**src/hw/rtl/blsw_pkg.sv**
```systemverilog
`timescale 1ns / 1ps
// Package for the block-linear swizzle blit address generator.
// Holds the swizzle masks, register indexes and the traversal restart function.
// No dependencies.
package blsw_pkg;

  localparam int unsigned PIXEL_BITS_DEF = 32;
  localparam int unsigned PIX_PORT_W     = 32;
  localparam int unsigned CFG_W          = 16;
  localparam int unsigned CFG_IDX_W      = 3;
  localparam int unsigned OFS_W          = 32;
  localparam int unsigned CNT_W          = 16;

  localparam logic [OFS_W-1:0] Y_SWZ_MASK    = 32'h0000_07B4;
  localparam logic [OFS_W-1:0] X_SWZ_MASK    = ~Y_SWZ_MASK;
  // X swizzle of one padded tile row of 1280 pixels.
  localparam logic [OFS_W-1:0] TILE_ROW_INCR = 32'h0002_8000;

  typedef enum logic [CFG_IDX_W-1:0] {
    REG_ORIGIN_X    = 3'd0,
    REG_ORIGIN_Y    = 3'd1,
    REG_RECT_WIDTH  = 3'd2,
    REG_RECT_HEIGHT = 3'd3
  } cfg_reg_t;

  typedef struct packed {
    logic [OFS_W-1:0] row_start;
    logic [OFS_W-1:0] y_ofs;
  } restart_t;

  // Swizzled start offsets of the rectangle origin. The X bits land on the
  // clear bits of the Y mask; only the low seven Y bits fit under the Y mask,
  // and the rest of origin_y selects the tile row.
  function automatic restart_t restart_calc(logic [CFG_W-1:0] ox, logic [CFG_W-1:0] oy);
    restart_t         r;
    logic [OFS_W-1:0] sx;
    logic [OFS_W-1:0] tile;
    sx = {9'b0, ox[15:4], 4'b0, ox[3], 2'b0, ox[2], 1'b0, ox[1:0]};
    tile = (OFS_W'(oy[15:7]) << 15) + (OFS_W'(oy[15:7]) << 17);
    r.row_start = sx + tile;
    r.y_ofs = {21'b0, oy[6:3], 1'b0, oy[2:1], 1'b0, oy[0], 2'b0};
    return r;
  endfunction

endpackage

```
**src/hw/rtl/block_linear_swizzle_blit_addr.sv**
```systemverilog
`timescale 1ns / 1ps
// Top level of the block-linear swizzle blit address generator.
// Depends on blsw_pkg.
//
//   channel | signals                                        | direction
//   in      | in_valid, in_stall, in_pixel_in                | pixel beats in
//   out     | out_valid, out_stall, out_pixel_out,           | address beats out
//           | out_word_offset, out_last_pixel                |
//   cfg     | cfg_we, cfg_index, cfg_wdata                   | register writes
//
// One pixel beat is accepted per cycle unless stalled; its result is registered.
// The offset counters update in the cycle of acceptance, which sets that rate.
// A two-entry output stage (result register plus skid register) absorbs stalls;
// in_stall rises only while both entries are full.
// Synchronous active-low reset clears registers, counters and offsets.
// With a zero width or height a pixel beat is consumed without a result.
module block_linear_swizzle_blit_addr #(
  parameter int unsigned PIXEL_BITS = blsw_pkg::PIXEL_BITS_DEF
) (
  input  logic                              clk,
  input  logic                              rst_n,
  input  logic                              in_valid,
  output logic                              in_stall,
  input  logic [blsw_pkg::PIX_PORT_W-1:0]   in_pixel_in,
  output logic                              out_valid,
  input  logic                              out_stall,
  output logic [blsw_pkg::PIX_PORT_W-1:0]   out_pixel_out,
  output logic [blsw_pkg::OFS_W:0]          out_word_offset,
  output logic                              out_last_pixel,
  input  logic                              cfg_we,
  input  logic [blsw_pkg::CFG_IDX_W-1:0]    cfg_index,
  input  logic [blsw_pkg::CFG_W-1:0]        cfg_wdata
);
  import blsw_pkg::*;

  localparam int unsigned KEEP_W = (PIXEL_BITS < PIX_PORT_W) ? PIXEL_BITS : PIX_PORT_W;

  logic [CFG_W-1:0] origin_x_r, origin_y_r, width_r, height_r;
  logic [CFG_W-1:0] origin_x_nxt, origin_y_nxt, width_nxt, height_nxt;
  logic             cfg_hit;

  logic [OFS_W-1:0] row_start_r, x_ofs_r, y_ofs_r;
  logic [OFS_W-1:0] row_start_nxt, x_ofs_nxt, y_ofs_nxt;
  logic [CNT_W-1:0] col_cnt_r, row_cnt_r, col_cnt_nxt, row_cnt_nxt;

  restart_t rs_cfg, rs_cur;

  logic             accept, active, row_end, last;
  logic [OFS_W-1:0] x_inc, y_inc, row_start_adv;
  logic             y_wrap;

  logic              push, pop;
  logic              out_valid_r, skid_valid_r;
  logic              out_valid_nxt, skid_valid_nxt;
  logic              load_out, load_skid, out_from_skid;
  logic [KEEP_W-1:0] out_pix_r, skid_pix_r;
  logic [OFS_W:0]    out_ofs_r, skid_ofs_r;
  logic              out_last_r, skid_last_r;
  logic [KEEP_W-1:0] res_pix;
  logic [OFS_W:0]    res_ofs;

  always_comb begin
    origin_x_nxt = origin_x_r;
    origin_y_nxt = origin_y_r;
    width_nxt    = width_r;
    height_nxt   = height_r;
    cfg_hit      = 1'b0;
    if (cfg_we) begin
      case (cfg_reg_t'(cfg_index))
        REG_ORIGIN_X: begin
          origin_x_nxt = cfg_wdata;
          cfg_hit      = 1'b1;
        end
        REG_ORIGIN_Y: begin
          origin_y_nxt = cfg_wdata;
          cfg_hit      = 1'b1;
        end
        REG_RECT_WIDTH: begin
          width_nxt = cfg_wdata;
          cfg_hit   = 1'b1;
        end
        REG_RECT_HEIGHT: begin
          height_nxt = cfg_wdata;
          cfg_hit    = 1'b1;
        end
        default: cfg_hit = 1'b0;
      endcase
    end
  end

  assign rs_cfg = restart_calc(origin_x_nxt, origin_y_nxt);
  assign rs_cur = restart_calc(origin_x_r, origin_y_r);

  assign accept        = in_valid && !in_stall;
  assign active        = (width_r != '0) && (height_r != '0);
  assign row_end       = (col_cnt_r == width_r - 1'b1);
  assign last          = row_end && (row_cnt_r == height_r - 1'b1);
  assign x_inc         = (x_ofs_r - X_SWZ_MASK) & X_SWZ_MASK;
  assign y_inc         = (y_ofs_r - Y_SWZ_MASK) & Y_SWZ_MASK;
  assign y_wrap        = (y_inc == '0);
  assign row_start_adv = row_start_r + TILE_ROW_INCR;

  always_comb begin
    row_start_nxt = row_start_r;
    x_ofs_nxt     = x_ofs_r;
    y_ofs_nxt     = y_ofs_r;
    col_cnt_nxt   = col_cnt_r;
    row_cnt_nxt   = row_cnt_r;
    if (cfg_hit) begin
      row_start_nxt = rs_cfg.row_start;
      x_ofs_nxt     = rs_cfg.row_start;
      y_ofs_nxt     = rs_cfg.y_ofs;
      col_cnt_nxt   = '0;
      row_cnt_nxt   = '0;
    end else if (accept && active) begin
      if (last) begin
        row_start_nxt = rs_cur.row_start;
        x_ofs_nxt     = rs_cur.row_start;
        y_ofs_nxt     = rs_cur.y_ofs;
        col_cnt_nxt   = '0;
        row_cnt_nxt   = '0;
      end else if (row_end) begin
        col_cnt_nxt   = '0;
        row_cnt_nxt   = row_cnt_r + 1'b1;
        y_ofs_nxt     = y_inc;
        row_start_nxt = y_wrap ? row_start_adv : row_start_r;
        x_ofs_nxt     = y_wrap ? row_start_adv : row_start_r;
      end else begin
        col_cnt_nxt = col_cnt_r + 1'b1;
        x_ofs_nxt   = x_inc;
      end
    end
  end

  assign res_pix = in_pixel_in[KEEP_W-1:0];
  assign res_ofs = {1'b0, y_ofs_r} + {1'b0, x_ofs_r};

  assign push = accept && active;
  assign pop  = out_valid_r && !out_stall;

  always_comb begin
    out_valid_nxt  = out_valid_r;
    skid_valid_nxt = skid_valid_r;
    load_out       = 1'b0;
    load_skid      = 1'b0;
    out_from_skid  = 1'b0;
    if (skid_valid_r) begin
      if (pop) begin
        out_from_skid  = 1'b1;
        skid_valid_nxt = 1'b0;
      end
    end else if (push) begin
      if (!out_valid_r || pop) begin
        load_out      = 1'b1;
        out_valid_nxt = 1'b1;
      end else begin
        load_skid      = 1'b1;
        skid_valid_nxt = 1'b1;
      end
    end else if (pop) begin
      out_valid_nxt = 1'b0;
    end
  end

  always_ff @(posedge clk) begin
    if (!rst_n) begin
      origin_x_r   <= '0;
      origin_y_r   <= '0;
      width_r      <= '0;
      height_r     <= '0;
      row_start_r  <= '0;
      x_ofs_r      <= '0;
      y_ofs_r      <= '0;
      col_cnt_r    <= '0;
      row_cnt_r    <= '0;
      out_valid_r  <= 1'b0;
      skid_valid_r <= 1'b0;
    end else begin
      origin_x_r   <= origin_x_nxt;
      origin_y_r   <= origin_y_nxt;
      width_r      <= width_nxt;
      height_r     <= height_nxt;
      row_start_r  <= row_start_nxt;
      x_ofs_r      <= x_ofs_nxt;
      y_ofs_r      <= y_ofs_nxt;
      col_cnt_r    <= col_cnt_nxt;
      row_cnt_r    <= row_cnt_nxt;
      out_valid_r  <= out_valid_nxt;
      skid_valid_r <= skid_valid_nxt;
    end
  end

  always_ff @(posedge clk) begin
    if (out_from_skid) begin
      out_pix_r  <= skid_pix_r;
      out_ofs_r  <= skid_ofs_r;
      out_last_r <= skid_last_r;
    end else if (load_out) begin
      out_pix_r  <= res_pix;
      out_ofs_r  <= res_ofs;
      out_last_r <= last;
    end
    if (load_skid) begin
      skid_pix_r  <= res_pix;
      skid_ofs_r  <= res_ofs;
      skid_last_r <= last;
    end
  end

  assign in_stall        = skid_valid_r;
  assign out_valid       = out_valid_r;
  assign out_pixel_out   = PIX_PORT_W'(out_pix_r);
  assign out_word_offset = out_ofs_r;
  assign out_last_pixel  = out_last_r;

endmodule

```
**config.mk**
```make
export PLATFORM = sky130hd
export DESIGN_NAME = block_linear_swizzle_blit_addr
export DESIGN_NICKNAME = d
export VERILOG_FILES = /design/src/hw/rtl/blsw_pkg.sv /design/src/hw/rtl/block_linear_swizzle_blit_addr.sv
export SDC_FILE = /design/constraint.sdc
export NUM_CORES = 1
export LEC_CHECK = 0
export ABC_AREA = 1
export BUFFER_PORTS_ARGS = -buffer_cell sky130_fd_sc_hd__buf_4
export CORE_MARGIN = 1
export CORE_UTILIZATION = 61
export CTS_CLUSTER_SIZE = 10
export DETAILED_ROUTE_END_ITERATION = 8
export GPL_ROUTABILITY_DRIVEN = 0
export PLACE_DENSITY = 0.81
export REMOVE_ABC_BUFFERS = 1
export SLEW_MARGIN = 5
export SYNTH_ARGS = -nofsm -noshare
export SYNTH_HDL_FRONTEND = slang
export SYNTH_SLANG_ARGS = --single-unit
```
**constraint.sdc**
```tcl
create_clock -name clk -period 8.75 [get_ports clk]
set_input_delay 1.3125 -clock clk [delete_from_list [all_inputs] [get_ports clk]]
set_output_delay 1.3125 -clock clk [all_outputs]
set_load 0.02 [all_outputs]
```
==> results.md, run 1 <==
Outcome:
- The flow ran to the end, but the final reports show violations.
- The final reports fail on DRC.

Clock tree:
- In this run, post-CTS repair resized a total of 0 instances.
- Buffers added to address setup during post-CTS repair amount to 0.
- Clock tree synthesis inserted a total of 35 buffers.
- Clock-pin slew was measured on the worst setup and hold paths at ~60 ps.
- CTS built an H-tree with a depth of 2.
- The quantity of hold-fixing buffers added after cts is 0.
- Counting every sink on the clock net gives roughly 290.
- The clock root buffer master is sky130_fd_sc_hd__clkbuf_16.
- The latest clock arrival within the worst-skew pair is between 500 and 600 ps.
- The number of buffers between clock root and the deepest sink is 3.
- TritonCTS built the clock tree.

Die:
- Measured along the x axis, the die boundary spans 166.4 um.
- The die footprint is ~0.028 mm2.
- The die outline height is ~170 um.
- The initial standard-cell utilization of the core is 0.6276.
- The row count is 59.
- The placeable core region is between 0.02 and 0.03 mm2.
- The number of top-level design ports is 124.

Final layout:
- The number of diodes added for antenna fixing is 0.
- The synthesis-to-finish area growth is 12.92%.
- Leaving out fill and tap cells, the most frequent cells in the layout are sky130_fd_sc_hd__nand2_1 (639), sky130_fd_sc_hd__nor2_1 (218), sky130_fd_sc_hd__inv_1 (211).
- The end-of-flow core utilization is 0.7087.
- The net count of the finished layout is around 2400.
- The fraction of final layout cells sized beyond drive strength 1 is 0.1215.
- The library cell used most frequently in the layout, excluding fill and tap cells, is sky130_fd_sc_hd__nand2_1.

Logic synthesis:
- Synthesis produced a netlist whose cell count is ~2200.
- In this run the mean area of a mapped cell was between 7 and 8 um2.
- Summing every instance area after synthesis gives between 0.015 and 0.02 mm2.
- Yosys mapped a number of flops with a built-in enable equal to between 100 and 150.
- The most used flip-flop cell after synthesis is sky130_fd_sc_hd__dfxtp_1.
- The number of distinct library cells after synthesis is 50.
- The proportion of synthesized chip area in sequential cells is 0.4296.
- The number of warnings printed during yosys synthesis is 0.
- The share of async-settable or async-resettable flops after synthesis is 0.
- Ranked by total cell area, the synthesized netlist is headed by sky130_fd_sc_hd__edfxtp_1 (24%), sky130_fd_sc_hd__dfxtp_1 (19%), sky130_fd_sc_hd__nand2_1 (15%).
- The post-synthesis cell type with the largest combined area is sky130_fd_sc_hd__edfxtp_1.
- In this run, synthesis produced a sequential element count of approximately 290.
- The share of synthesized area in the top cell type comes to 0.2403.

Setup path:
- For this design, the slowest cell found on the critical path is sky130_fd_sc_hd__nor2_2.
- At the worst endpoint, the arrival time is between 6000 and 7000 ps.
- The cell family contributing the most delay on the critical path is simple AND/OR/NAND/NOR gates.
- The setup path with the least slack is of type input port to register.
- The worst path buffer plus inverter count is 5.
- The critical-path maximum fanout is 44.
- For this run, the slowest stage of the critical path takes between 600 and 700 ps.
- The critical path goes through buf_4 -> nor2_2 -> inv_2 -> nor2_1 -> nand2_1 -> o21ai_0 -> inv_1 -> ha_1 -> ha_1 -> fa_1 -> nand2_1 -> inv_1 -> o21ai_0 -> nand2_1 -> nand3_1 -> nand2_1 -> a21oi_1 -> o21ai_0 -> nand2_1 -> inv_1 -> o21ai_0 -> nand3_1 -> nor2_1 -> nor2_1.
- In this run the number of cells on the critical path is 24.
- The startpoint kind of the worst setup timing path is an input port.
- The setup slack of the worst register-to-register path is between 5000 and 6000 ps.
- Among the stages of the critical path, the cell type that occurs most often is sky130_fd_sc_hd__nand2_1.
- The depth of the worst register-to-register path is 15.
- The worst path required time is 9150 ps.
- STA classifies the critical path endpoint as a register.

Min path:
- The worst hold path passes through 2 cells.
- The min-delay analysis places its worst path in the category register to register.

Power and ir drop:
- In this run the power spent charging and discharging nets is ~0.91 mW.
- The net switching fraction of the power is 0.2716.
- The combinational share of power is 0.150.
- Of the total power, registers draw 0.455.
- Power spread over the standard cell area amounts to about 180 mW/mm2.
- The internal power contribution is ~2.4 mW.
- The share of total power dissipated in the clock network is 0.395.
- Across the VDD grid, the largest voltage drop is about 170 uV.
- The reported leakage power is around 8.4 nW.

Global routing:
- For this run, global-route usage on met2 was measured as 0.4940.
- For met1 alone, demand over resource in global routing was 0.3967.
- The global-route wire length before repair is ~68 mm.
- After global routing the overflow that remains totals 0.
- The met3 usage is 0.03874.
- The initial antenna violation count is 0.
- The number of global-route vias before repair was ~14000.
- After global routing, the most crowded layer is met2.
- The global-route usage over all layers is 0.2978.
- Entering global routing, the biggest net connects 70 pins.

Timing:
- Measured against its own limit, the worst slew margin works out to 0.2819.
- The accumulated negative setup slack is 0 ps.
- The number of max-slew violations in the final report was 0.
- The maximum clock frequency is approximately 0.17 GHz.
- The total of endpoints with negative setup slack in the final report is 0.
- Setup repair after global routing left no endpoint under its margin.
- The post-route clock period utilization is 0.6827.
- The minimum period implied by the final worst setup slack is roughly 6000 ps.
- Across the routed clock network, the largest skew measured is 19.88 ps.
- The hold violation total from the final report is 0.
- At the pin with the least slew margin, the transition time is ~1100 ps.

Placed design:
- Port buffering added around 120 buffers.
- The HPWL reported at the end of detailed placement is ~30 mm.

Route:
- The wire length after detailed routing is between 40 and 50 mm.
- The routed layout has about 14000 vias.
- In the routed design, unresolved DRC markers number 19.
- In this run the remaining antenna-violating nets after routing total 0.
- The via-per-instance ratio is roughly 5.5.
- The detailed-router iteration count before antenna repair is 7.
- Dividing the detail-routed wire length by the instance count gives roughly 16 um.
- The number of DRC markers after the initial detailed-route iteration is roughly 1300.

Run:
- Across the run, the number of max-cap violations was 0.
cell families (layout without fill, tap and decap cells):
group	after synthesis	in the layout	share of synthesized area
compound gates	292	292	0.09998
buf+inv	302	422	0.07244
fa+ha+maj	53	53	0.04566
simple gates	1095	1095	0.2870
xor+xnor	107	107	0.05682
flops	288	288	0.4296
mux	14	14	0.008496
area by class of cell:
cell class	count	area, um2
clock buffer	53	973.4
clock inverter	3	62.56
fill	2117	7655
inverter	237	889.6
multi-input combinational	1561	8225
sequential	288	7087
tap	335	419.2
timing repair buffer	129	968.4
through the flow:
step	instance area (um2)	hold WS (ps)	power [mW]	worst slack, ps	cells
global route	18630	486.2	3.497	2190	2606
detailed placement	17590	456.4	2.048	2354	2550
CTS	18630	467.2	3.372	2858	2606
finish	18630	465.5	3.360	2776	2606
floorplan	16190	445.3	1.878	1900	2086
global placement	17590	453.9	2.034	2505	2550
sequential cells by signal (all words and copies together) (netlist names), 7 cells and up:
name             count
out_word_offset     33
skid_pix_r          32
origin_x_r          16
out_pixel_out       32
row_start_r         25
y_ofs_r              7
skid_ofs_r          33
x_ofs_r             26
height_r            16
origin_y_r          16
width_r             16
col_cnt_r           16
row_cnt_r           16
power groups by stage:
stage | clock (mW) | combinational [mW] | sequential, mW
2_1_floorplan | 0 | 0.291 | 1.59
3_3_place_gp | 0 | 0.482 | 1.55
3_5_place_dp | 0 | 0.494 | 1.55
4_1_cts | 1.35 | 0.499 | 1.53
5_1_grt | 1.41 | 0.556 | 1.53
6_report | 1.33 | 0.506 | 1.53
final timing paths:
path,from,end
worst min-delay path,row_start_r[1]$_SDFFE_PN0P_,row_start_r[1]$_SDFFE_PN0P_
worst max register to register,width_r[1]$_SDFFE_PN0P_,col_cnt_r[13]$_SDFFE_PP0P_
worst max-delay path,cfg_index[2],x_ofs_r[26]$_SDFFE_PN0P_
worst min register to register,row_start_r[1]$_SDFFE_PN0P_,row_start_r[1]$_SDFFE_PN0P_
worst register-to-register path: stages (launching register included):
cell	delay, ps
sky130_fd_sc_hd__dfxtp_1	310
sky130_fd_sc_hd__inv_1	90
sky130_fd_sc_hd__ha_1	230
sky130_fd_sc_hd__nand2_2	130
sky130_fd_sc_hd__nor2_4	180
sky130_fd_sc_hd__nand2_1	110
sky130_fd_sc_hd__nand3b_1	130
sky130_fd_sc_hd__nand2_1	110
sky130_fd_sc_hd__nor2_4	180
sky130_fd_sc_hd__nand4_4	140
sky130_fd_sc_hd__nor2_8	380
sky130_fd_sc_hd__nand2_4	230
sky130_fd_sc_hd__nand2_1	550
sky130_fd_sc_hd__inv_1	390
sky130_fd_sc_hd__o21ai_1	180
sky130_fd_sc_hd__nor2_1	70
synthesized netlist by cell type, types with 2 or more instances:
master and number:
sky130_fd_sc_hd__a211oi_1 2, sky130_fd_sc_hd__a21o_1 2, sky130_fd_sc_hd__a21oi_1 108, sky130_fd_sc_hd__a21oi_2 6, sky130_fd_sc_hd__a31oi_1 8, sky130_fd_sc_hd__and3_1 3, sky130_fd_sc_hd__buf_1 2, sky130_fd_sc_hd__buf_2 10
sky130_fd_sc_hd__buf_4 4, sky130_fd_sc_hd__buf_6 3, sky130_fd_sc_hd__clkbuf_1 45, sky130_fd_sc_hd__clkinv_1 3, sky130_fd_sc_hd__dfxtp_1 156, sky130_fd_sc_hd__edfxtp_1 132, sky130_fd_sc_hd__fa_1 12, sky130_fd_sc_hd__ha_1 41
sky130_fd_sc_hd__inv_1 212, sky130_fd_sc_hd__inv_2 22, sky130_fd_sc_hd__mux2i_1 14, sky130_fd_sc_hd__nand2_1 640, sky130_fd_sc_hd__nand2_2 15, sky130_fd_sc_hd__nand2_4 4, sky130_fd_sc_hd__nand3_1 96, sky130_fd_sc_hd__nand3_2 10
sky130_fd_sc_hd__nand3b_1 7, sky130_fd_sc_hd__nand4_1 16, sky130_fd_sc_hd__nor2_1 218, sky130_fd_sc_hd__nor2_2 15, sky130_fd_sc_hd__nor2_4 11, sky130_fd_sc_hd__nor2_8 3, sky130_fd_sc_hd__nor3_1 36, sky130_fd_sc_hd__nor3b_1 2
sky130_fd_sc_hd__nor4_1 7, sky130_fd_sc_hd__o211ai_1 13, sky130_fd_sc_hd__o21ai_0 107, sky130_fd_sc_hd__o21ai_1 25, sky130_fd_sc_hd__o21bai_1 6, sky130_fd_sc_hd__o21bai_4 6, sky130_fd_sc_hd__o22ai_1 7, sky130_fd_sc_hd__or2_2 7
sky130_fd_sc_hd__xnor2_1 19, sky130_fd_sc_hd__xor2_1 88
layer usage:
layer | routed length (um) | share of wire
met5 | 0 | 0
met4 | 1427 | 0.035
met3 | 2875 | 0.070
met2 | 18900 | 0.46
met1 | 17650 | 0.43
Note: power is estimated with default switching activity, not from simulation.
==> run 2: changes to the inputs <==
clock period = 5.6 ns   (was 8.75 ns; I/O delays follow)
==> run 2 against run 1 <==
  * The flow still finishes with violations (DRC)
  * Sequential share of layout area is essentially flat
  * Wire length grew 1.8%
  * Register-to-register slack lost 3300 ps
  * Clock skew grew 4.3 ps
  * Count of clock-buffer cells in the layout grew 4
  * Cell area is essentially flat
  * Combinational power grew 56%
  * Non-clock buffer count grew 2
  * Clock power grew 53%
  * Core utilization is essentially flat
  * Via count grew 0.66%
  * Worst hold slack gained 2.2 ps
==> results.md, run 2 (synthesis results as in run 1) <==
Outcome:
- Run status: complete, but fails checks (unchanged).
- Violated checks: DRC (unchanged).

Route:
- The number of DRC markers after the initial detailed-route iteration is 1294 (was 1313).
- The number of DRC violations after detailed routing is 19 (unchanged).
- The via-per-instance ratio is 5.569 (was 5.546).
- The wire length on met2 is 19.42 mm (was 18.90 mm).
- The wire length after detailed routing came to 41.58 mm (was 40.85 mm).
- The routed wire length on met3 came to 3.237 mm (was 2.875 mm).
- The detailed-router iteration count before antenna repair was 7 (unchanged).
- The antenna violation net count after detailed routing was 0 (unchanged).
- The routed metal-1 wire length is 17.74 mm (was 17.65 mm).
- The total via count in the routed design is 14550 (was 14450).
- The uppermost metal layer occupied by signal nets is met4 (unchanged).
- The post-detailed-route wirelength per cell is 15.92 um (was 15.68 um).

Global routing:
- The initial antenna violation count is 0 (unchanged).
- The global-route usage over all layers was 0.3024 (was 0.2978).
- The remaining global-route overflow is 0 (unchanged).
- The largest net degree at the start of global routing is 70 (unchanged).
- The number of global-route vias before repair came to 13860 (was 13790).
- The global-route wire length before repair is 68.26 mm (was 67.59 mm).

Clock tree:
- The latest clock arrival within the worst-skew pair is 520 ps (about the same).
- The clock sink total is 288 (unchanged).
- The number of buffers between clock root and the deepest sink came to 3 (unchanged).
- The number of clock buffers inserted by TritonCTS came to 35 (unchanged).
- The depth of the CTS H-tree is 2 (unchanged).
- The CTS tree is yes (unchanged).
- The quantity of hold-fixing buffers added after cts is 0 (unchanged).
- The number of post-CTS setup repair buffers is 0 (unchanged).
- The clock-pin slew on the worst setup and hold paths was 60 ps (about the same).
- The clock root buffer master is sky130_fd_sc_hd__clkbuf_16 (unchanged).
- The post-cts gate resize count is 0 (unchanged).

Setup path:
- The critical-path maximum fanout came to 18 (was 44).
- The startpoint kind of the worst setup timing path is an input port (unchanged).
- The critical path arrival was 5000 ps (was 6370 ps).
- The endpoint class of the critical path is a register (unchanged).
- The path type of the worst setup path is input port to register (unchanged).
- The end of the worst register-to-register path is out_word_offset[28]$_DFFE_PP_ (was col_cnt_r[13]$_SDFFE_PP0P_).
- The worst path required time is 6010 ps (was 9150 ps).
- The reg-to-reg startpoint is height_r[0]$_SDFFE_PN0P_ (was width_r[1]$_SDFFE_PN0P_).
- The startpoint of the most critical setup path is cfg_index[2] (unchanged).
- The setup slack of the worst register-to-register path is 1970 ps (was 5230 ps).
- The capture point of the critical path is x_ofs_r[26]$_SDFFE_PN0P_ (unchanged).
- The depth of the worst register-to-register path is 10 (was 15).

Final layout:
- The footprint of the multi-input gates was 0.008225 mm2 (unchanged).
- The most common cell after layout, fill and taps aside is sky130_fd_sc_hd__nand2_1 (unchanged).
- Commonest cells after routing, fill and taps aside: sky130_fd_sc_hd__nand2_1 (639), sky130_fd_sc_hd__nor2_1 (218), sky130_fd_sc_hd__inv_1 (211) (unchanged).
- The fraction of final layout cells sized beyond drive strength 1 is 0.1217 (was 0.1215).
- The area taken by flip-flops and latches is 0.007087 mm2 (unchanged).
- The number of diodes added for antenna fixing is 0 (unchanged).
- The filler-free cell count of the finished design is 2612 (was 2606).
- The net count of the finished layout is 2363 (was 2361).
- The filler cell count in the final layout is 2138 (was 2117).
- The synthesis-to-finish area growth was 12.89% (was 12.92%).

Timing:
- The hold violation total from the final report came to 0 (unchanged).
- The slew at the pin with the worst max-slew slack is 1138 ps (was 1076 ps).
- The minimum period implied by the final worst setup slack is ~4600 ps.
- The clock skew after layout is 24.15 ps (was 19.88 ps).
- The maximum clock frequency is between 0.2 and 0.25 GHz.
- The relative slew slack is 0.2383 (was 0.2819).
- Setup repair after global routing missed its margin: no (unchanged).
- The post-route clock period utilization is 0.8203.
- The number of max-slew violations in the final report was 0 (unchanged).
- The worst hold slack after final layout is 467.7 ps (was 465.5 ps).
- The total of endpoints with negative setup slack in the final report was 0 (unchanged).
- The accumulated negative setup slack is 0 ps (unchanged).

Placed design:
- The total instance count after detailed placement was 2552 (was 2550).
- The HPWL reported at the end of detailed placement is 29.74 mm (was 29.28 mm).
- The number of buffers inserted by port buffering came to 123 (unchanged).

Die:
- The die outline height is 166.4 um (unchanged).
- The initial standard-cell utilization of the core came to 0.6276 (unchanged).
- The number of top-level design ports came to 124 (unchanged).
- The horizontal extent of the die is 166.4 um (unchanged).
- The die footprint came to 0.02770 mm2 (unchanged).
- The row count is 59 (unchanged).
- The placeable core region is 0.02628 mm2 (unchanged).

Power and ir drop:
- The power density of the placed cells is 280.4 mW/mm2 (was 180.4 mW/mm2).
- The maximum ir drop on the vdd rail is 181.4 uV (was 165.5 uV).
- The reported leakage power came to 8.365 nW (was 8.370 nW).
- The final total power is 5.221 mW (was 3.360 mW).

Min path:
- The path class of the lowest-slack min-delay path is register to register (unchanged).
- The hold path depth is 2 (unchanged).

Run:
- The total of max-cap violations is 0 (unchanged).
-- run 2: changes by cell type in the layout (fill, tap and decap cells not counted) --
cell	previous run	this run
sky130_fd_sc_hd__buf_4	129	131
sky130_fd_sc_hd__bufinv_16	1	0
sky130_fd_sc_hd__clkbuf_1	15	20
sky130_fd_sc_hd__clkbuf_8	3	2
sky130_fd_sc_hd__clkinv_2	0	1
-- run 2: how the worst min path moves through the flow --
| stage | start | to | slack [ps] |
|---|---|---|---|
| floorplan | x_ofs_r[27]$_SDFFE_PN0P_ | x_ofs_r[27]$_SDFFE_PN0P_ | 450 |
| detailed placement | row_start_r[1]$_SDFFE_PN0P_ | row_start_r[1]$_SDFFE_PN0P_ | 460 |
| CTS | row_start_r[1]$_SDFFE_PN0P_ | row_start_r[1]$_SDFFE_PN0P_ | 470 |
| global placement | row_start_r[14]$_SDFFE_PN0P_ | row_start_r[14]$_SDFFE_PN0P_ | 450 |
| global route | row_start_r[1]$_SDFFE_PN0P_ | row_start_r[1]$_SDFFE_PN0P_ | 480 |
| finish | row_start_r[1]$_SDFFE_PN0P_ | row_start_r[1]$_SDFFE_PN0P_ | 470 |
-- run 2: worst max-delay path, cell delays in order --
cell and delay (ps):
sky130_fd_sc_hd__buf_4 110, sky130_fd_sc_hd__nor2_2 180, sky130_fd_sc_hd__buf_4 260, sky130_fd_sc_hd__nand3_1 460, sky130_fd_sc_hd__o21ai_0 570, sky130_fd_sc_hd__inv_1 110
sky130_fd_sc_hd__ha_1 310, sky130_fd_sc_hd__ha_1 240, sky130_fd_sc_hd__fa_1 400, sky130_fd_sc_hd__nand2_1 70, sky130_fd_sc_hd__inv_1 50, sky130_fd_sc_hd__o21ai_0 130
sky130_fd_sc_hd__nand2_1 100, sky130_fd_sc_hd__nand3_1 80, sky130_fd_sc_hd__nand2_1 80, sky130_fd_sc_hd__a21oi_1 130, sky130_fd_sc_hd__o21ai_0 140, sky130_fd_sc_hd__nand2_1 90
sky130_fd_sc_hd__inv_1 50, sky130_fd_sc_hd__o21ai_0 280, sky130_fd_sc_hd__nand3_1 120, sky130_fd_sc_hd__nor2_1 130, sky130_fd_sc_hd__nor2_1 40
-- run 2: layer usage --
metal | GRT usage | up-vias
met5 | 0 | -
met4 | 0.1010 | 0
met3 | 0.04610 | 90
met2 | 0.5091 | 566
met1 | 0.3988 | 6722
li1 | - | 7169
-- run 2: area by class of cell --
type / instances / share of cell area
clock buffers: 57 / 0.05255
repair buffers: 131 / 0.05282
well taps: 335 / 0.02251
clock inverters: 3 / 0.002016
inverters: 237 / 0.04778
multi-input cells: 1561 / 0.4417
flip-flops and latches: 288 / 0.3806
-- run 2: stage by stage --
step | area, um2 | util | setup WS, ps
finish | 18620 | 0.7085 | 1007
global route | 18620 | 0.7085 | 549.5
CTS | 18620 | 0.7085 | 1079
detailed placement | 17600 | 0.6699 | 546.8
global placement | 17600 | 0.6699 | 756.4
floorplan | 16190 | - | -777.8
-- run 2: report_power, final --
group | switching [mW] | internal [mW]
combinational | 0.524 | 0.267
clock | 0.847 | 1.19
sequential | 0.0700 | 2.32
